--- src/hdl/pva_pkg.sv ---
`timescale 1ns / 1ps

package pva_pkg;

  localparam int NOTE_W     = 7;
  localparam int VEL_W      = 7;
  localparam int FIELD_VW   = 4;
  localparam int MAX_W      = 5;
  localparam int RESULT_CAP = 16;
  localparam int MCNT_W     = 5;

  typedef enum logic [1:0] {
    REQ_NOTE_ON    = 2'd0,
    REQ_NOTE_OFF   = 2'd1,
    REQ_VOICE_IDLE = 2'd2,
    REQ_QUERY      = 2'd3
  } pva_req_t;

  typedef enum logic [1:0] {
    ACT_START   = 2'd0,
    ACT_STEAL   = 2'd1,
    ACT_RELEASE = 2'd2,
    ACT_QUERY   = 2'd3
  } pva_act_t;

  // controller commands; reads share scan_rd
  typedef struct packed {
    logic accept;
    logic init;
    logic pop_rd;
    logic pop_wr;
    logic scan_rd;
    logic rm_chk;
    logic rm_end;
    logic no_chk;
    logic no_end;
    logic q_chk;
    logic q_end;
  } pva_cmd_t;

  typedef struct packed {
    pva_req_t req;
    logic     steal;
    logic     no_room;
    logic     ignore_idle;
    logic     scan_more;
    logic     out_free;
    logic     no_block;
    logic     hold_v;
  } pva_stat_t;

endpackage

--- src/hdl/poly_voice_allocator.sv ---
`timescale 1ns / 1ps

// Polyphonic voice allocator with oldest-voice stealing.
// Input channel (in_valid / in_stall) takes one request: note on, note off,
// voice idle or query. Result channel (out_valid / out_stall) carries start,
// steal, release and query-answer items; out_last marks the final item of a
// request. A note off with no busy voice on its note and a voice idle give
// no item.
// One request is handled at a time; in_stall is high from acceptance until
// the request is done. The age list sits in a single-port memory that is
// walked one busy voice at a time, with a read state and a check state for
// each. A note on that finds a free voice and a voice idle for a voice that
// is not busy do not walk it.
// A result waits in an output register; the next request can be accepted
// while it is still stalled, and processing only pauses when another result
// must be loaded. Items are never dropped or repeated.
// Reset (rst_n low, synchronous) and any cfg_we write return every voice to
// idle; no clearing pass is needed, the block is ready on the next cycle.
module poly_voice_allocator import pva_pkg::*; #(
  parameter int VOICES = 16
) (
  input  logic                clk,
  input  logic                rst_n,
  input  logic                cfg_we,
  input  logic [MAX_W-1:0]    cfg_max_voices,
  input  logic                in_valid,
  output logic                in_stall,
  input  logic [1:0]          in_req_type,
  input  logic [NOTE_W-1:0]   in_note,
  input  logic [VEL_W-1:0]    in_velocity,
  input  logic [FIELD_VW-1:0] in_voice_index,
  output logic                out_valid,
  input  logic                out_stall,
  output logic [1:0]          out_action,
  output logic [FIELD_VW-1:0] out_voice,
  output logic [NOTE_W-1:0]   out_note,
  output logic [VEL_W-1:0]    out_velocity,
  output logic                out_last,
  output logic [FIELD_VW-1:0] out_oldest_voice,
  output logic [FIELD_VW-1:0] out_newest_voice,
  output logic [FIELD_VW-1:0] out_lowest_voice,
  output logic [FIELD_VW-1:0] out_highest_voice
);

  pva_cmd_t  cmd;
  pva_stat_t stat;

  pva_ctrl u_ctrl (
    .clk      (clk),
    .rst_n    (rst_n),
    .in_valid (in_valid),
    .in_stall (in_stall),
    .stat     (stat),
    .cmd      (cmd)
  );

  pva_dp #(
    .VOICES (VOICES)
  ) u_dp (
    .clk               (clk),
    .rst_n             (rst_n),
    .cfg_we            (cfg_we),
    .cfg_max_voices    (cfg_max_voices),
    .in_req_type       (in_req_type),
    .in_note           (in_note),
    .in_velocity       (in_velocity),
    .in_voice_index    (in_voice_index),
    .out_valid         (out_valid),
    .out_stall         (out_stall),
    .out_action        (out_action),
    .out_voice         (out_voice),
    .out_note          (out_note),
    .out_velocity      (out_velocity),
    .out_last          (out_last),
    .out_oldest_voice  (out_oldest_voice),
    .out_newest_voice  (out_newest_voice),
    .out_lowest_voice  (out_lowest_voice),
    .out_highest_voice (out_highest_voice),
    .cmd               (cmd),
    .stat              (stat)
  );

endmodule

--- src/hdl/pva_ctrl.sv ---
`timescale 1ns / 1ps

module pva_ctrl import pva_pkg::*; (
  input  logic      clk,
  input  logic      rst_n,
  input  logic      in_valid,
  output logic      in_stall,
  input  pva_stat_t stat,
  output pva_cmd_t  cmd
);

  typedef enum logic [12:0] {
    S_IDLE   = 13'b0000000000001,
    S_DISP   = 13'b0000000000010,
    S_POP_RD = 13'b0000000000100,
    S_POP_WR = 13'b0000000001000,
    S_RM_RD  = 13'b0000000010000,
    S_RM_CHK = 13'b0000000100000,
    S_RM_END = 13'b0000001000000,
    S_NO_RD  = 13'b0000010000000,
    S_NO_CHK = 13'b0000100000000,
    S_NO_END = 13'b0001000000000,
    S_Q_RD   = 13'b0010000000000,
    S_Q_CHK  = 13'b0100000000000,
    S_Q_END  = 13'b1000000000000
  } state_t;

  state_t state_r, state_nxt;

  assign in_stall = (state_r != S_IDLE);

  always_comb begin
    state_nxt = state_r;
    cmd       = '0;
    case (state_r)
      S_IDLE: begin
        cmd.accept = in_valid;
        if (in_valid) begin
          state_nxt = S_DISP;
        end
      end
      S_DISP: begin
        cmd.init = 1'b1;
        case (stat.req)
          REQ_NOTE_ON: begin
            if (stat.steal) begin
              state_nxt = S_RM_RD;
            end else if (stat.no_room) begin
              state_nxt = S_IDLE;
            end else begin
              state_nxt = S_POP_RD;
            end
          end
          REQ_NOTE_OFF: state_nxt = S_NO_RD;
          REQ_VOICE_IDLE: begin
            state_nxt = stat.ignore_idle ? S_IDLE : S_RM_RD;
          end
          REQ_QUERY: state_nxt = S_Q_RD;
          default: state_nxt = S_IDLE;
        endcase
      end
      S_POP_RD: begin
        cmd.pop_rd = 1'b1;
        state_nxt  = S_POP_WR;
      end
      S_POP_WR: begin
        cmd.pop_wr = 1'b1;
        if (stat.out_free) begin
          state_nxt = S_IDLE;
        end
      end
      S_RM_RD: begin
        if (stat.scan_more) begin
          cmd.scan_rd = 1'b1;
          state_nxt   = S_RM_CHK;
        end else begin
          state_nxt = S_RM_END;
        end
      end
      S_RM_CHK: begin
        cmd.rm_chk = 1'b1;
        state_nxt  = S_RM_RD;
      end
      S_RM_END: begin
        cmd.rm_end = 1'b1;
        // a steal ends with a result, a freed voice does not
        if (stat.req != REQ_NOTE_ON || stat.out_free) begin
          state_nxt = S_IDLE;
        end
      end
      S_NO_RD: begin
        if (stat.scan_more) begin
          cmd.scan_rd = 1'b1;
          state_nxt   = S_NO_CHK;
        end else begin
          state_nxt = S_NO_END;
        end
      end
      S_NO_CHK: begin
        cmd.no_chk = 1'b1;
        if (!stat.no_block) begin
          state_nxt = S_NO_RD;
        end
      end
      S_NO_END: begin
        cmd.no_end = 1'b1;
        if (!stat.hold_v || stat.out_free) begin
          state_nxt = S_IDLE;
        end
      end
      S_Q_RD: begin
        if (stat.scan_more) begin
          cmd.scan_rd = 1'b1;
          state_nxt   = S_Q_CHK;
        end else begin
          state_nxt = S_Q_END;
        end
      end
      S_Q_CHK: begin
        cmd.q_chk = 1'b1;
        state_nxt = S_Q_RD;
      end
      S_Q_END: begin
        cmd.q_end = 1'b1;
        if (stat.out_free) begin
          state_nxt = S_IDLE;
        end
      end
      default: state_nxt = S_IDLE;
    endcase
  end

  always_ff @(posedge clk) begin
    if (!rst_n) begin
      state_r <= S_IDLE;
    end else begin
      state_r <= state_nxt;
    end
  end

endmodule

--- src/hdl/pva_dp.sv ---
`timescale 1ns / 1ps

module pva_dp import pva_pkg::*; #(
  parameter int VOICES = 16
) (
  input  logic                clk,
  input  logic                rst_n,
  input  logic                cfg_we,
  input  logic [MAX_W-1:0]    cfg_max_voices,
  input  logic [1:0]          in_req_type,
  input  logic [NOTE_W-1:0]   in_note,
  input  logic [VEL_W-1:0]    in_velocity,
  input  logic [FIELD_VW-1:0] in_voice_index,
  output logic                out_valid,
  input  logic                out_stall,
  output logic [1:0]          out_action,
  output logic [FIELD_VW-1:0] out_voice,
  output logic [NOTE_W-1:0]   out_note,
  output logic [VEL_W-1:0]    out_velocity,
  output logic                out_last,
  output logic [FIELD_VW-1:0] out_oldest_voice,
  output logic [FIELD_VW-1:0] out_newest_voice,
  output logic [FIELD_VW-1:0] out_lowest_voice,
  output logic [FIELD_VW-1:0] out_highest_voice,
  input  pva_cmd_t            cmd,
  output pva_stat_t           stat
);

  localparam int VIW   = $clog2(VOICES);
  localparam int CW    = $clog2(VOICES + 1);
  localparam int EW    = VIW + NOTE_W;
  localparam int RST_M = (VOICES < 16) ? VOICES : 16;

  // counts and clamped voice limit
  logic [CW-1:0]     m_r, busy_r, idle_r, lw_r;
  logic [VOICES-1:0] busy_bits_r;

  // latched request
  pva_req_t            req_r;
  logic [NOTE_W-1:0]   note_r;
  logic [VEL_W-1:0]    vel_r;
  logic [FIELD_VW-1:0] vi_r;

  // scan state
  logic [CW-1:0]     j_r;
  logic              found_r;
  logic [VIW-1:0]    victim_r;
  logic              hold_v_r;
  logic [VIW-1:0]    hold_voice_r;
  logic [MCNT_W-1:0] mcnt_r;
  logic [NOTE_W:0]   lnote_r;
  logic [NOTE_W-1:0] hnote_r;
  logic [VIW-1:0]    lo_r, hi_r, old_r, new_r;
  logic [CW-1:0]     pop_addr_r;

  // age list entries carry voice and note together
  logic [EW-1:0]  age_mem [VOICES];
  logic [EW-1:0]  age_q_r;
  logic [VIW-1:0] idle_mem [VOICES];
  logic [VIW-1:0] idle_q_r;

  // result register
  logic                out_valid_r;
  pva_act_t            out_action_r;
  logic [VIW-1:0]      out_voice_r;
  logic [NOTE_W-1:0]   out_note_r;
  logic [VEL_W-1:0]    out_vel_r;
  logic                out_last_r;
  logic [VIW-1:0]      out_o_r, out_n_r, out_l_r, out_h_r;

  logic [CW-1:0]      m_cfg;
  logic               out_free;
  logic               steal_mode;
  logic [VIW-1:0]     e_voice;
  logic [NOTE_W-1:0]  e_note;
  logic               match;
  logic               no_block;
  logic [VIW-1:0]     vi_idx;
  logic [VIW-1:0]     pop_v;
  logic [CW-1:0]      jm1, busy_m1, idle_m1;
  logic               age_we;
  logic [VIW-1:0]     age_wa;
  logic [EW-1:0]      age_wd;
  logic               rm_do;
  logic               out_ld;
  pva_act_t           ld_action;
  logic [VIW-1:0]     ld_voice;
  logic               ld_last;
  logic               ld_query;

  always_comb begin
    if (cfg_max_voices == '0) begin
      m_cfg = CW'(1);
    end else if (32'(cfg_max_voices) > 32'(VOICES)) begin
      m_cfg = CW'(VOICES);
    end else begin
      m_cfg = CW'(cfg_max_voices);
    end
  end

  assign out_free   = !out_valid_r || !out_stall;
  assign steal_mode = (req_r == REQ_NOTE_ON);
  assign e_voice    = age_q_r[EW-1:NOTE_W];
  assign e_note     = age_q_r[NOTE_W-1:0];
  assign match      = (e_note == note_r);
  assign no_block   = match && hold_v_r && !out_free;
  assign vi_idx     = VIW'(vi_r);
  assign jm1        = j_r - CW'(1);
  assign busy_m1    = busy_r - CW'(1);
  assign idle_m1    = idle_r - CW'(1);
  // stack slots below the low-water mark are unwritten and stand for their index
  assign pop_v      = (pop_addr_r < lw_r) ? pop_addr_r[VIW-1:0] : idle_q_r;
  assign rm_do      = cmd.rm_end && (!steal_mode || out_free);

  always_comb begin
    stat.req         = req_r;
    stat.steal       = (busy_r >= m_r) && (busy_r != '0);
    stat.no_room     = (idle_r == '0) || (busy_r >= CW'(VOICES));
    stat.ignore_idle = (32'(vi_r) >= 32'(m_r)) || !busy_bits_r[vi_idx];
    stat.scan_more   = (j_r < busy_r) &&
                       ((req_r != REQ_NOTE_OFF) || (32'(mcnt_r) < RESULT_CAP));
    stat.out_free    = out_free;
    stat.no_block    = no_block;
    stat.hold_v      = hold_v_r;
  end

  // age list write port
  always_comb begin
    age_we = 1'b0;
    age_wa = busy_r[VIW-1:0];
    age_wd = {pop_v, note_r};
    if (cmd.pop_wr && out_free) begin
      age_we = 1'b1;
    end else if (cmd.rm_chk && found_r) begin
      // shift entries behind the removed one down by one
      age_we = 1'b1;
      age_wa = jm1[VIW-1:0];
      age_wd = age_q_r;
    end else if (rm_do && steal_mode) begin
      age_we = 1'b1;
      age_wa = busy_m1[VIW-1:0];
      age_wd = {victim_r, note_r};
    end
  end

  always_ff @(posedge clk) begin
    if (age_we) begin
      age_mem[age_wa] <= age_wd;
    end
    if (cmd.scan_rd) begin
      age_q_r <= age_mem[j_r[VIW-1:0]];
    end
  end

  always_ff @(posedge clk) begin
    if (rm_do && !steal_mode && (idle_r < CW'(VOICES))) begin
      idle_mem[idle_r[VIW-1:0]] <= vi_idx;
    end
    if (cmd.pop_rd) begin
      idle_q_r   <= idle_mem[idle_m1[VIW-1:0]];
      pop_addr_r <= idle_m1;
    end
  end

  // counts, busy flags and the voice limit
  always_ff @(posedge clk) begin
    if (!rst_n) begin
      m_r         <= CW'(RST_M);
      busy_r      <= '0;
      idle_r      <= CW'(RST_M);
      lw_r        <= CW'(RST_M);
      busy_bits_r <= '0;
    end else if (cfg_we) begin
      m_r         <= m_cfg;
      busy_r      <= '0;
      idle_r      <= m_cfg;
      lw_r        <= m_cfg;
      busy_bits_r <= '0;
    end else begin
      if (cmd.pop_wr && out_free) begin
        busy_r             <= busy_r + CW'(1);
        idle_r             <= pop_addr_r;
        busy_bits_r[pop_v] <= 1'b1;
        if (pop_addr_r < lw_r) begin
          lw_r <= pop_addr_r;
        end
      end
      if (rm_do && !steal_mode) begin
        busy_bits_r[vi_idx] <= 1'b0;
        if (found_r) begin
          busy_r <= busy_m1;
        end
        if (idle_r < CW'(VOICES)) begin
          idle_r <= idle_r + CW'(1);
        end
      end
    end
  end

  always_ff @(posedge clk) begin
    if (cmd.accept) begin
      req_r  <= pva_req_t'(in_req_type);
      note_r <= in_note;
      vel_r  <= in_velocity;
      vi_r   <= in_voice_index;
    end
  end

  // scan control
  always_ff @(posedge clk) begin
    if (!rst_n) begin
      j_r      <= '0;
      found_r  <= 1'b0;
      hold_v_r <= 1'b0;
      mcnt_r   <= '0;
    end else if (cmd.init) begin
      j_r      <= '0;
      found_r  <= 1'b0;
      hold_v_r <= 1'b0;
      mcnt_r   <= '0;
    end else begin
      if (cmd.rm_chk) begin
        j_r <= j_r + CW'(1);
        if (steal_mode ? (j_r == '0) : (e_voice == vi_idx)) begin
          found_r <= 1'b1;
        end
      end
      if (cmd.no_chk && !no_block) begin
        j_r <= j_r + CW'(1);
        if (match) begin
          hold_v_r <= 1'b1;
          mcnt_r   <= mcnt_r + MCNT_W'(1);
        end
      end
      if (cmd.no_end && out_free) begin
        hold_v_r <= 1'b0;
      end
      if (cmd.q_chk) begin
        j_r <= j_r + CW'(1);
      end
    end
  end

  always_ff @(posedge clk) begin
    if (cmd.init) begin
      lnote_r <= (NOTE_W+1)'(1 << NOTE_W);
      hnote_r <= '0;
      lo_r    <= '0;
      hi_r    <= '0;
      old_r   <= '0;
      new_r   <= '0;
    end else begin
      if (cmd.rm_chk && (steal_mode ? (j_r == '0) : (e_voice == vi_idx))) begin
        victim_r <= e_voice;
      end
      if (cmd.no_chk && !no_block && match) begin
        hold_voice_r <= e_voice;
      end
      if (cmd.q_chk) begin
        // ties go to the later, newer voice
        if ({1'b0, e_note} <= lnote_r) begin
          lnote_r <= {1'b0, e_note};
          lo_r    <= e_voice;
        end
        if (e_note >= hnote_r) begin
          hnote_r <= e_note;
          hi_r    <= e_voice;
        end
        if (j_r == '0) begin
          old_r <= e_voice;
        end
        new_r <= e_voice;
      end
    end
  end

  // result selection
  always_comb begin
    out_ld    = 1'b0;
    ld_action = ACT_START;
    ld_voice  = pop_v;
    ld_last   = 1'b1;
    ld_query  = 1'b0;
    if (cmd.pop_wr && out_free) begin
      out_ld = 1'b1;
    end else if (rm_do && steal_mode) begin
      out_ld    = 1'b1;
      ld_action = ACT_STEAL;
      ld_voice  = victim_r;
    end else if (cmd.no_chk && !no_block && match && hold_v_r) begin
      out_ld    = 1'b1;
      ld_action = ACT_RELEASE;
      ld_voice  = hold_voice_r;
      ld_last   = 1'b0;
    end else if (cmd.no_end && hold_v_r && out_free) begin
      out_ld    = 1'b1;
      ld_action = ACT_RELEASE;
      ld_voice  = hold_voice_r;
    end else if (cmd.q_end && out_free) begin
      out_ld    = 1'b1;
      ld_action = ACT_QUERY;
      ld_voice  = '0;
      ld_query  = 1'b1;
    end
  end

  always_ff @(posedge clk) begin
    if (!rst_n) begin
      out_valid_r <= 1'b0;
    end else if (out_ld) begin
      out_valid_r <= 1'b1;
    end else if (!out_stall) begin
      out_valid_r <= 1'b0;
    end
  end

  always_ff @(posedge clk) begin
    if (out_ld) begin
      out_action_r <= ld_action;
      out_voice_r  <= ld_voice;
      out_note_r   <= ld_query ? '0 : note_r;
      out_vel_r    <= ld_query ? '0 : vel_r;
      out_last_r   <= ld_last;
      out_o_r      <= ld_query ? old_r : '0;
      out_n_r      <= ld_query ? new_r : '0;
      out_l_r      <= ld_query ? lo_r : '0;
      out_h_r      <= ld_query ? hi_r : '0;
    end
  end

  assign out_valid         = out_valid_r;
  assign out_action        = out_action_r;
  assign out_voice         = FIELD_VW'(out_voice_r);
  assign out_note          = out_note_r;
  assign out_velocity      = out_vel_r;
  assign out_last          = out_last_r;
  assign out_oldest_voice  = FIELD_VW'(out_o_r);
  assign out_newest_voice  = FIELD_VW'(out_n_r);
  assign out_lowest_voice  = FIELD_VW'(out_l_r);
  assign out_highest_voice = FIELD_VW'(out_h_r);

endmodule

--- config.mk ---
export PLATFORM = sky130hd
export DESIGN_NAME = poly_voice_allocator
export DESIGN_NICKNAME = d
export VERILOG_FILES = /design/src/hdl/pva_pkg.sv /design/src/hdl/poly_voice_allocator.sv /design/src/hdl/pva_ctrl.sv /design/src/hdl/pva_dp.sv
export SDC_FILE = /design/constraint.sdc
export NUM_CORES = 1
export LEC_CHECK = 0
export ABC_AREA = 1
export BUFFER_PORTS_ARGS = -buffer_cell sky130_fd_sc_hd__buf_2
export CORE_UTILIZATION = 40
export DETAILED_ROUTE_END_ITERATION = 10
export PLACE_DENSITY = 0.68
export SLEW_MARGIN = 15
export SYNTH_ARGS = -nofsm -noshare
export SYNTH_HDL_FRONTEND = slang
export SYNTH_SLANG_ARGS = --single-unit
--- constraint.sdc ---
create_clock -name clk -period 2.6 [get_ports clk]
set_clock_uncertainty 0.1 [all_clocks]
set_input_delay 0.39 -clock clk [delete_from_list [all_inputs] [get_ports clk]]
set_output_delay 0.39 -clock clk [all_outputs]
set_load 0.005 [all_outputs]
==> results of run 1 <==
repair_timing:
action / CTS / global route
endpoints found under the hold margin: 23 / 0
gates resized for setup: 0 / 8
setup endpoints to repair: 0 / 221
hold buffers: 23 / 0
sequential cells by signal, indices dropped and copies added (netlist names), 7 cells and up:
| name | cells |
|---|---|
| u_dp.busy_bits_r | 16 |
| u_dp.vel_r | 7 |
| u_dp.note_r | 7 |
| u_dp.out_velocity | 7 |
| u_dp.hnote_r | 7 |
| u_dp.age_q_r | 11 |
| u_dp.out_note | 7 |
| u_dp.idle_mem | 64 |
| u_dp.age_mem | 176 |
| u_ctrl.state_r | 13 |
| u_dp.lnote_r | 8 |
cells by family after synthesis:
group                    share of synthesized area
flip-flops                                   0.629
adder cells (fa/ha/maj)                     0.0278
AND/OR/NAND/NOR                              0.166
buffers and inverters                       0.0533
AO/OA/AOI/OAI                                0.116
XOR/XNOR                                   0.00664
report_power, final:
| group | internal [mW] | leakage, nW | total (mW) | switching, mW |
|---|---|---|---|---|
| clock | 4.03 | 0.738 | 6.62 | 2.59 |
| sequential | 7.75 | 3.70 | 7.90 | 0.156 |
| combinational | 0.596 | 3.86 | 1.95 | 1.35 |
| total | 12.4 | 8.29 | 16.5 | 4.10 |
cells in the final DEF (no fill, tap or decap), types with 12 or more instances in the layout:
master,instances
nor2_4,12
a211oi_1,12
inv_1,169
clkbuf_1,12
ha_1,41
nor2_1,261
nand3_1,79
nor3_1,16
buf_2,68
edfxtp_1,325
o221ai_1,28
clkbuf_16,47
dfxtp_1,92
a21oi_1,74
nand4_1,12
buf_4,69
o22ai_1,33
nand2_1,269
inv_2,12
o21ai_0,187
dlygate4sd3_1,23
layer usage:
layer,wire length [um],vias to the layer above,GRT usage
li1,-,6524,-
met5,0,-,0
met4,1160,0,0.0648
met3,3350,73,0.0375
met2,21500,526,0.320
met1,20000,6521,0.265
final cells by class:
cell class,instances,area [um2],area share
flip-flops and latches,418,11600,0.537
well taps,600,751,0.0347
inverters,186,699,0.0323
clock buffers,60,1230,0.0571
clock inverters,22,298,0.0138
multi-input cells,1130,5870,0.271
repair buffers,164,1160,0.0536
Yosys cell counts, types with 10 or more instances:
| cell type | instances |
|---|---|
| a21oi_1 | 74 |
| dfxtp_1 | 93 |
| o21ai_0 | 191 |
| a211oi_1 | 12 |
| edfxtp_1 | 325 |
| o22ai_1 | 33 |
| nor2_4 | 11 |
| o221ai_1 | 28 |
| inv_1 | 170 |
| clkbuf_1 | 54 |
| inv_2 | 11 |
| nand3_1 | 79 |
| nand2_1 | 270 |
| nor3_1 | 17 |
| ha_1 | 41 |
| nand4_1 | 12 |
| nor2_1 | 263 |
| o211ai_1 | 10 |
per-stage QoR:
step / setup slack, ps / area [um2]
6_report: 153 / 21600
5_1_grt: 6.00 / 21600
4_1_cts: 85.7 / 21600
3_5_place_dp: 138 / 19900
3_3_place_gp: 174 / 19900
2_1_floorplan: -168 / 18500
critical path, cell delays in order, from the launching register on:
cell      delay, ps
dfxtp_1         360
inv_2           160
nand3_4         140
nor2_4          190
nand2_4         110
nor2_8          190
nand2_1          70
o211ai_1         80
nand2_1         150
inv_1           100
nand2_1         120
nor2_1          120
buf_4           200
how the worst max path moves through the flow:
stage	to	cells past startpoint	start
global route	u_dp.age_mem[10][2]$_DFFE_PP_	13	u_ctrl.state_r[10]$_SDFFE_PN0P_
finish	u_dp.age_mem[15][9]$_DFFE_PP_	12	u_ctrl.state_r[12]$_SDFFE_PN0P_
CTS	u_dp.age_mem[15][9]$_DFFE_PP_	10	u_dp.req_r[1]$_DFFE_PP_
global placement	u_dp.age_mem[15][3]$_DFFE_PP_	10	u_dp.req_r[1]$_DFFE_PP_
detailed placement	u_dp.age_mem[15][9]$_DFFE_PP_	10	u_dp.req_r[1]$_DFFE_PP_
floorplan	u_dp.age_mem[10][0]$_DFFE_PP_	11	u_dp.j_r[1]$_SDFFE_PP0P_
==> impl_metrics.tcl, run 1 <==
set metrics [dict create \
    outcome "finished clean" \
    leakagePower_nw 8.29 \
    place_inst 2475 \
    grt_start_max_net_pins 93 \
    syn_area_um2 18500 \
    hold-path-cell-count 5 \
    path_max_fanout 11 \
    die_area_um2 47000 \
    avgSynthCellArea_um2 10.2 \
    antenna_found_initial 0 \
    drc 0 \
    clk-insertion-delay-late_ps 580 \
    gr-usage-all-layers 0.197 \
    synthFlopType "edfxtp_1" \
    synthToLayoutAreaGrowth_pct 17.2 \
    grt_pass1_vias 13200 \
    finalSetupViolCount 0 \
    numCtsBuffers 44 \
    ys_warn_count 0 \
    fin_nets 2015 \
    holdWs_ps 107 \
    dieHeight_um 217 \
    drtIter0Drc 1369 \
    end_kind "register" \
    r2r_start "u_ctrl.state_r[12]$_SDFFE_PN0P_" \
    fin_total_pwr_mw 16.5 \
    wl_per_cell_um 17.9 \
    synth_fp_nets 1873 \
    hold_path.class "primary input to register" \
    finalCriticalPeriod_ps 2450 \
    drive_gt1_frac 0.136 \
    worstPathRequired_ps 2760 \
    dpl.hpwl_mm 30.8 \
    clock_sinks 418 \
    slew_viol_final 0 \
    fill_cells 4118 \
    fmax_mhz 409 \
    synth_cells 1802 \
    slew_headroom 0.554 \
    gp_congestion 0.908 \
    route.final.wire_length_mm 46.1 \
    rsz0062_at_grt "false" \
    via_count 13600 \
    io_pins 69 \
    synth-seq-cells 418 \
    path_class "register to register" \
    power_density_nw_per_um2 761 \
    layout.cells.non_filler 2580 \
    ctsHtreeMaxLevel 2 \
    synth.distinct_cells 53 \
    hold_viol_final 0 \
    clk_transition_reported_paths_ps 70 \
    cts_buffer_depth 3 \
    synth_top_area_frac 0.529 \
    holdPathEnd "u_dp.idle_r[3]$_SDFF_PN0_" \
    postCtsSetupRepairBufs 0 \
    initial_core_util 0.406 \
    worstHoldStart "cfg_max_voices[3]" \
    portBuffers 68 \
    tns_ps 0 \
    placementRows 78 \
    fin_crit_sh 0.941 \
    async_flop_share 0 \
    final_util 0.476 \
    overflow 0 \
    core_area_um2 45500 \
    dr.pass1.iters 6 \
    viasPerCell 5.29 \
    root_buffer "clkbuf_16" \
    r2r-end "u_dp.age_mem[15][9]$_DFFE_PP_" \
    tightest_slew_ps 667 \
    cts_tree "yes" \
    regToRegSetupSlack_ps 150 \
    synth.largest_area_cell "edfxtp_1" \
    arrival_ps 2600 \
    rr_worst_depth 12 \
    seq_area_frac_synth 0.629 \
    critPathLaunchType "register" \
    yosys-top-cells-area "edfxtp_1 (53%), dfxtp_1 (10%), nand2_1 (5.5%)" \
    synth_edf_count 325 \
    antenna_cells 0 \
    ant_nets 0 \
    grt_pass1_wl_mm 72.3 \
    peakVddDrop_mv 0.586 \
    dieWidth_um 217 \
    cap_violations 0 \
]
Power figures use the tool's default switching activity.
==> run 2, diff against run 1 <==
Settings changed: ABC_AREA 1 to unset, CAP_MARGIN set to 20.
==> run 2 against run 1 <==
Effect of this change: the flow now finishes with violations (setup timing); global-route usage down 0.56 points; critical endpoint is now u_dp.age_mem[9][1]$_DFFE_PP_; area after synthesis down 3.5%; routed wire length down 6.2%; clock power down 12%; die area down 3.5%; worst setup slack worse by 360 ps; largest power group unchanged; first-iteration DRC count down 34%.
==> impl_metrics.tcl, run 2 <==
set metrics [dict create \
    avgSynthCellArea_um2 14.6 \
    fmax_mhz 356 \
    synth_common_cells "edfxtp_1 (325), nor2_1 (122), dfxtp_1 (93), mux4_2 (79), nand2_1 (78)" \
    worst_slack_ps -207 \
    die_area_um2 45400 \
    fill_cells 3563 \
    arrival_ps 2980 \
    clk_transition_reported_paths_ps 60 \
    largest_reg_flops 176 \
    r2r-end "u_dp.age_mem[9][1]$_DFFE_PP_" \
    io_pins 69 \
    r2r_start "u_ctrl.state_r[4]$_SDFFE_PN0P_" \
    route.final.wire_length_mm 43.2 \
    finalSetupViolCount 211 \
    synth_top_area_frac 0.548 \
    drtIter0Drc 906 \
    portBuffers 68 \
    path_buf_inv 3 \
    yosys-top-cells-area "edfxtp_1 (55%), dfxtp_1 (10%), mux4_2 (10%)" \
    wl_per_cell_um 20.7 \
    clk-insertion-delay-late_ps 580 \
    syn_area_um2 17800 \
    viasPerCell 5.40 \
    hold_viol_final 0 \
    synth_edf_count 325 \
    drive_gt1_frac 0.315 \
    final_area_um2 22300 \
    antenna_found_initial 0 \
    holdPathEnd "u_dp.m_r[4]$_SDFFE_PN1P_" \
    worstPathRequired_ps 2770 \
    outcome "finished, violations left" \
    finalCriticalPeriod_ps 2810 \
    ys_warn_count 0 \
    grt_start_max_net_pins 47 \
    crit_path_cell_trace "or4b_4 -> and4b_2 -> buf_6 -> nand3_4 -> xnor2_4 -> a21oi_2 -> buf_4 -> or2b_4 -> nor2_4 -> buf_12" \
    synth-seq-cells 418 \
    dieHeight_um 213 \
    gr-usage-all-layers 0.191 \
    leakagePower_nw 7.77 \
    synthFlopType "edfxtp_1" \
    synth_most_common_cell "edfxtp_1" \
    cts_tree "yes" \
    initial_core_util 0.410 \
    core_area_um2 43500 \
    end_kind "register" \
    synth.largest_area_cell "edfxtp_1" \
    placementRows 76 \
    final_cell_mix "edfxtp_1 (325), buf_4 (131), nor2_1 (96), dfxtp_1 (86), mux4_2 (79)" \
    rsz0062_at_grt "true" \
    via_count 11200 \
    root_buffer "clkbuf_16" \
    antenna_cells 0 \
    gp_congestion 0.927 \
    slew_viol_final 0 \
    synth_cells 1224 \
    async_flop_share 0 \
    worst-path-stages 10 \
    cp_slowest_cell "or4b_4" \
    synth.distinct_cells 68 \
    drc 0 \
    synthToLayoutAreaGrowth_pct 25.4 \
    place_ws_ps -333 \
    critPathLaunchType "register" \
    failed_checks "setup timing" \
    path_class "register to register" \
    dieWidth_um 213 \
    cts_buffer_depth 3 \
    clock_sinks 418 \
    fin_nets 1537 \
    fin_total_pwr_mw 14.3 \
    seq_area_frac_synth 0.652 \
    largest_register "u_dp.age_mem" \
    final_common_cell "edfxtp_1" \
    cap_violations 0 \
    regToRegSetupSlack_ps -210 \
    numCtsBuffers 41 \
    hold-path-cell-count 2 \
    ctsHtreeMaxLevel 2 \
    synth_fp_nets 1295 \
    slew_headroom 0.568 \
    power_density_nw_per_um2 638 \
    worstHoldStart "cfg_we" \
    final_util 0.514 \
    critPathMaxStageDelay_ps 520 \
    tightest_slew_ps 648 \
    fin_crit_sh 1.08 \
    hold_path.class "primary input to register" \
    grt_pass1_wl_mm 66.0 \
    rr_worst_depth 10 \
    crit_family "simple AND/OR/NAND/NOR gates" \
    peakVddDrop_mv 0.488 \
    grt_pass1_vias 11400 \
    overflow 0 \
    dpl_cell_area_um2 20300 \
    path_max_fanout 11 \
    ant_nets 0 \
    dr.pass1.iters 5 \
    dpl.hpwl_mm 29.2 \
]
[run 2: changes by cell type after synthesis, moves of 19 or more]
| cell | previous run | this run |
|---|---|---|
| a21oi_1 | 74 | 36 |
| inv_1 | 170 | 43 |
| nand3_1 | 79 | 24 |
| o221ai_1 | 28 | 2 |
| nor2b_1 | 0 | 22 |
| nand2_1 | 270 | 78 |
| nor2_1 | 263 | 122 |
| o22ai_1 | 33 | 5 |
| o21ai_0 | 191 | 25 |
| mux4_2 | 0 | 79 |
| xnor2_1 | 5 | 24 |
| mux2i_1 | 0 | 32 |
[run 2: area by class of cell]
class / count / area (um2) / share of cell area
clock buffer: 52 / 1150 / 0.0515
clock inverter: 22 / 170 / 0.00761
inverter: 43 / 161 / 0.00722
multi-input combinational: 700 / 6190 / 0.277
sequential: 418 / 11600 / 0.521
tap: 585 / 732 / 0.0328
timing repair buffer: 262 / 2310 / 0.104
[run 2: worst max path at each step]
stage	startpoint	to	slack, ps
after floorplan	u_ctrl.state_r[5]$_SDFFE_PN0P_	u_dp.age_mem[11][0]$_DFFE_PP_	-380
after global placement	u_ctrl.state_r[4]$_SDFFE_PN0P_	u_dp.age_mem[5][1]$_DFFE_PP_	-280
after detailed placement	u_ctrl.state_r[4]$_SDFFE_PN0P_	u_dp.age_mem[5][3]$_DFFE_PP_	-330
after CTS	u_ctrl.state_r[4]$_SDFFE_PN0P_	u_dp.age_mem[4][6]$_DFFE_PP_	-250
after global routing	u_ctrl.state_r[4]$_SDFFE_PN0P_	u_dp.age_mem[11][0]$_DFFE_PP_	-270
final	u_ctrl.state_r[4]$_SDFFE_PN0P_	u_dp.age_mem[9][1]$_DFFE_PP_	-210
[run 2: routing by layer]
metal / track usage / up-vias / share of wire
met5: 0 / - / 0
met4: 0.0541 / 0 / 0.024
met3: 0.0354 / 74 / 0.062
met2: 0.315 / 390 / 0.48
met1: 0.259 / 5615 / 0.43
li1: - / 5157 / -
[run 2: stage by stage]
step / instances / hold WS, ps / setup TNS, ps
global route: 2082 / 25.1 / -46660
global placement: 1963 / 342 / -35240
floorplan: 1224 / 332 / -51290
finish: 2082 / 49.4 / -31430
CTS: 2065 / 24.3 / -32020
detailed placement: 1963 / 343 / -48180
[run 2: power breakdown]
part	internal (mW)	total [mW]	switching [mW]
sequential	7.35	7.41	0.0601
clock	3.18	5.80	2.62
combinational	0.434	1.04	0.610
[run 2: logic make-up (layout without fill, tap and decap cells)]
family / Yosys count / in the layout / synth area share
AO/OA/AOI/OAI: 150 / 150 / 0.0558
XOR/XNOR: 33 / 33 / 0.0162
adder cells (fa/ha/maj): 41 / 41 / 0.0288
buffers and inverters: 107 / 379 / 0.0237
flip-flops: 418 / 418 / 0.652
multiplexers: 112 / 112 / 0.118
AND/OR/NAND/NOR: 363 / 364 / 0.105
[run 2: repair_timing]
item / in CTS / in global routing
gates resized for setup: 23 / 43
cloned: 2 / 5
setup endpoints to repair: 247 / 317
setup buffers: 6 / 13
endpoints found under the hold margin: 20 / 0
pin swaps: 13 / 10
hold buffers: 20 / 0
==> run 3, diff against run 2 <==
Settings changed: CORE_UTILIZATION 40 to 49, PLACE_DENSITY 0.68 to 0.78, SYNTH_HIERARCHICAL set to 1.
==> run 3 against run 2 <==
Effect of this change: the run still ends with setup timing left; critical path type unchanged; routed wire length increased by 25%; highest routed layer unchanged; critical endpoint is now u_dp/age_mem[0][0]$_DFFE_PP_; count of clock-buffer cells in the layout up 5; utilization grew 13 points; global-route usage rose by 6.7 points.
==> impl_metrics.tcl, run 3 <==
set metrics [dict create \
    outcome "finished, violations left" \
    failed_checks "setup timing" \
    synthFlopType "edfxtp_1" \
    via_count 13700 \
    ctsHtreeMaxLevel 2 \
    synth-seq-cells 418 \
    cap_violations 0 \
    grt_start_max_net_pins 40 \
    hold_path.class "primary input to register" \
    portBuffers 68 \
    dpl_cell_area_um2 21500 \
    yosys-top-cells-area "edfxtp_1 (51%), dfxtp_1 (9.8%), mux4_2 (9.5%)" \
    avgSynthCellArea_um2 13.9 \
    cts_buffer_depth 3 \
    synth_top_area_frac 0.515 \
    root_buffer "clkbuf_16" \
    fin_nets 1723 \
    dr.pass1.iters 7 \
    path_class "register to register" \
    grt_pass1_vias 13100 \
    numCtsBuffers 43 \
    largest_reg_flops 176 \
    finalSetupViolCount 534 \
    seq_area_frac_synth 0.613 \
    drive_gt1_frac 0.337 \
    clk_transition_reported_paths_ps 60 \
    place_ws_ps -1050 \
    placementRows 71 \
    finalCriticalPeriod_ps 3720 \
    multiInputGateArea_um2 7620 \
    busiest_layer "met2" \
    io_pins 69 \
    initial_core_util 0.501 \
    fin_crit_sh 1.43 \
    synthToLayoutAreaGrowth_pct 28.2 \
    worstPathRequired_ps 2810 \
    slew_viol_final 0 \
    power_density_nw_per_um2 644 \
    syn_area_um2 19000 \
    synth_common_cells "edfxtp_1 (325), dfxtp_1 (93), mux4_2 (80), nand2_1 (74), nor2_1 (66)" \
    slew_headroom 0.291 \
    fmax_mhz 269 \
    final_cell_mix "edfxtp_1 (325), buf_4 (163), dfxtp_1 (90), mux4_2 (80), buf_2 (68)" \
    leakagePower_nw 8.72 \
    overflow 0 \
    drc 0 \
    rsz0062_at_grt "true" \
    synth_most_common_cell "edfxtp_1" \
    peakVddDrop_mv 0.506 \
    hold_viol_final 0 \
    critPathLaunchType "register" \
    path_max_fanout 5 \
    wl_per_cell_um 24.6 \
    largest_register "u_dp/age_mem" \
    end_kind "register" \
    final_common_cell "edfxtp_1" \
    use_met3 0.0439 \
    final_area_um2 24300 \
    fill_cells 2537 \
    layout.cells.non_filler 2194 \
    dieWidth_um 199 \
    dpl.hpwl_mm 32.3 \
    grt_pass1_wl_mm 76.4 \
    synth.largest_area_cell "edfxtp_1" \
    dieHeight_um 199 \
    async_flop_share 0 \
    antenna_cells 0 \
    arrival_ps 3930 \
    clock_sinks 418 \
    antenna_found_initial 0 \
    route.final.wire_length_mm 54.1 \
    die_area_um2 39500 \
    gr-usage-all-layers 0.259 \
    synth_cells 1365 \
    worst_slack_ps -1120 \
    cts_tree "yes" \
    ys_warn_count 6 \
    synth_edf_count 325 \
    gp_congestion 0.906 \
    seq_area_um2 11600 \
    tns_ps -360120 \
    viasPerCell 6.26 \
    synth_fp_nets 1438 \
    tightest_slew_ps 1060 \
    synth.distinct_cells 89 \
    drtIter0Drc 1380 \
    core_area_um2 37800 \
    clk-insertion-delay-late_ps 590 \
    ant_nets 0 \
    use_met2 0.450 \
    grtUsageMet1 0.326 \
    place_inst 2046 \
]
==> run 3: per-layer routing <==
layer | vias up | wire length (um)
met5 | - | 0
met4 | 0 | 2470
met3 | 163 | 3970
met2 | 733 | 27500
met1 | 6925 | 20100
li1 | 5908 | -
==> run 3: path summary, 6_finish.rpt <==
check / startpoint / end / slack [ps] / cells after the start
min: cfg_max_voices[4] / u_dp/m_r[4]$_SDFFE_PN1P_ / 40 / 3
max reg2reg: u_ctrl/state_r[0]$_SDFFE_PN1P_ / u_dp/age_mem[0][0]$_DFFE_PP_ / -1120 / 12
max: u_ctrl/state_r[0]$_SDFFE_PN1P_ / u_dp/age_mem[0][0]$_DFFE_PP_ / -1120 / 12
min reg2reg: u_dp/old_r[3]$_SDFFE_PP0P_ / u_dp/old_r[3]$_SDFFE_PP0P_ / 360 / 2
==> run 3: power breakdown <==
part,internal (mW),total [mW],switching [mW]
clock network,3.91,6.54,2.63
logic,0.672,1.62,0.943
registers,7.40,7.49,0.0952
==> run 3: what timing repair did <==
item / in CTS / in global routing
buffers inserted: 21 / 16
endpoints found under the setup margin: 522 / 555
gates resized for setup: 68 / 45
hold endpoints to repair: 20 / 0
hold buffers: 20 / 0
pin swaps: 25 / 25
gates cloned: 4 / 12
==> run 3: worst max-delay path, stage by stage, from the launching register on <==
cell and delay [ps]:
dfxtp_2 320, or4_4 540, or3_4 410, nor3_4 130
and3b_2 260, or3b_4 420, nor3_4 260, a32oi_2 190
o22a_4 280, buf_6 130, nor3_4 110, buf_6 150
clkbuf_16 140
==> run 3: kinds of logic (layout without fill, tap and decap cells) <==
| kind of cell | after synthesis | in the layout | share of synthesized area |
|---|---|---|---|
| buffers and inverters | 120 | 428 | 0.0269 |
| AND/OR/NAND/NOR | 431 | 440 | 0.127 |
| multiplexers | 103 | 104 | 0.108 |
| XOR/XNOR | 25 | 25 | 0.0116 |
| flip-flops | 418 | 418 | 0.613 |
| AO/OA/AOI/OAI | 225 | 225 | 0.0843 |
| adder cells (fa/ha/maj) | 43 | 43 | 0.0284 |
==> run 3: final cells by class <==
type                       instances  share of cell area
clock inverter                    21              0.0131
inverter                          43             0.00665
timing repair buffer             307               0.113
sequential                       418               0.479
multi-input combinational        837               0.314
clock buffer                      57              0.0485
tap                              511              0.0263
==> run 3: per-stage QoR <==
| step | util | hold slack, ps | total power [mW] |
|---|---|---|---|
| 2_1_floorplan | - | 332 | 8.52 |
| 3_3_place_gp | 0.569 | 344 | 9.03 |
| 3_5_place_dp | 0.569 | 349 | 9.10 |
| 4_1_cts | 0.628 | 9.71 | 15.6 |
| 5_1_grt | 0.642 | 24.6 | 16.1 |
| 6_report | 0.642 | 35.2 | 15.6 |
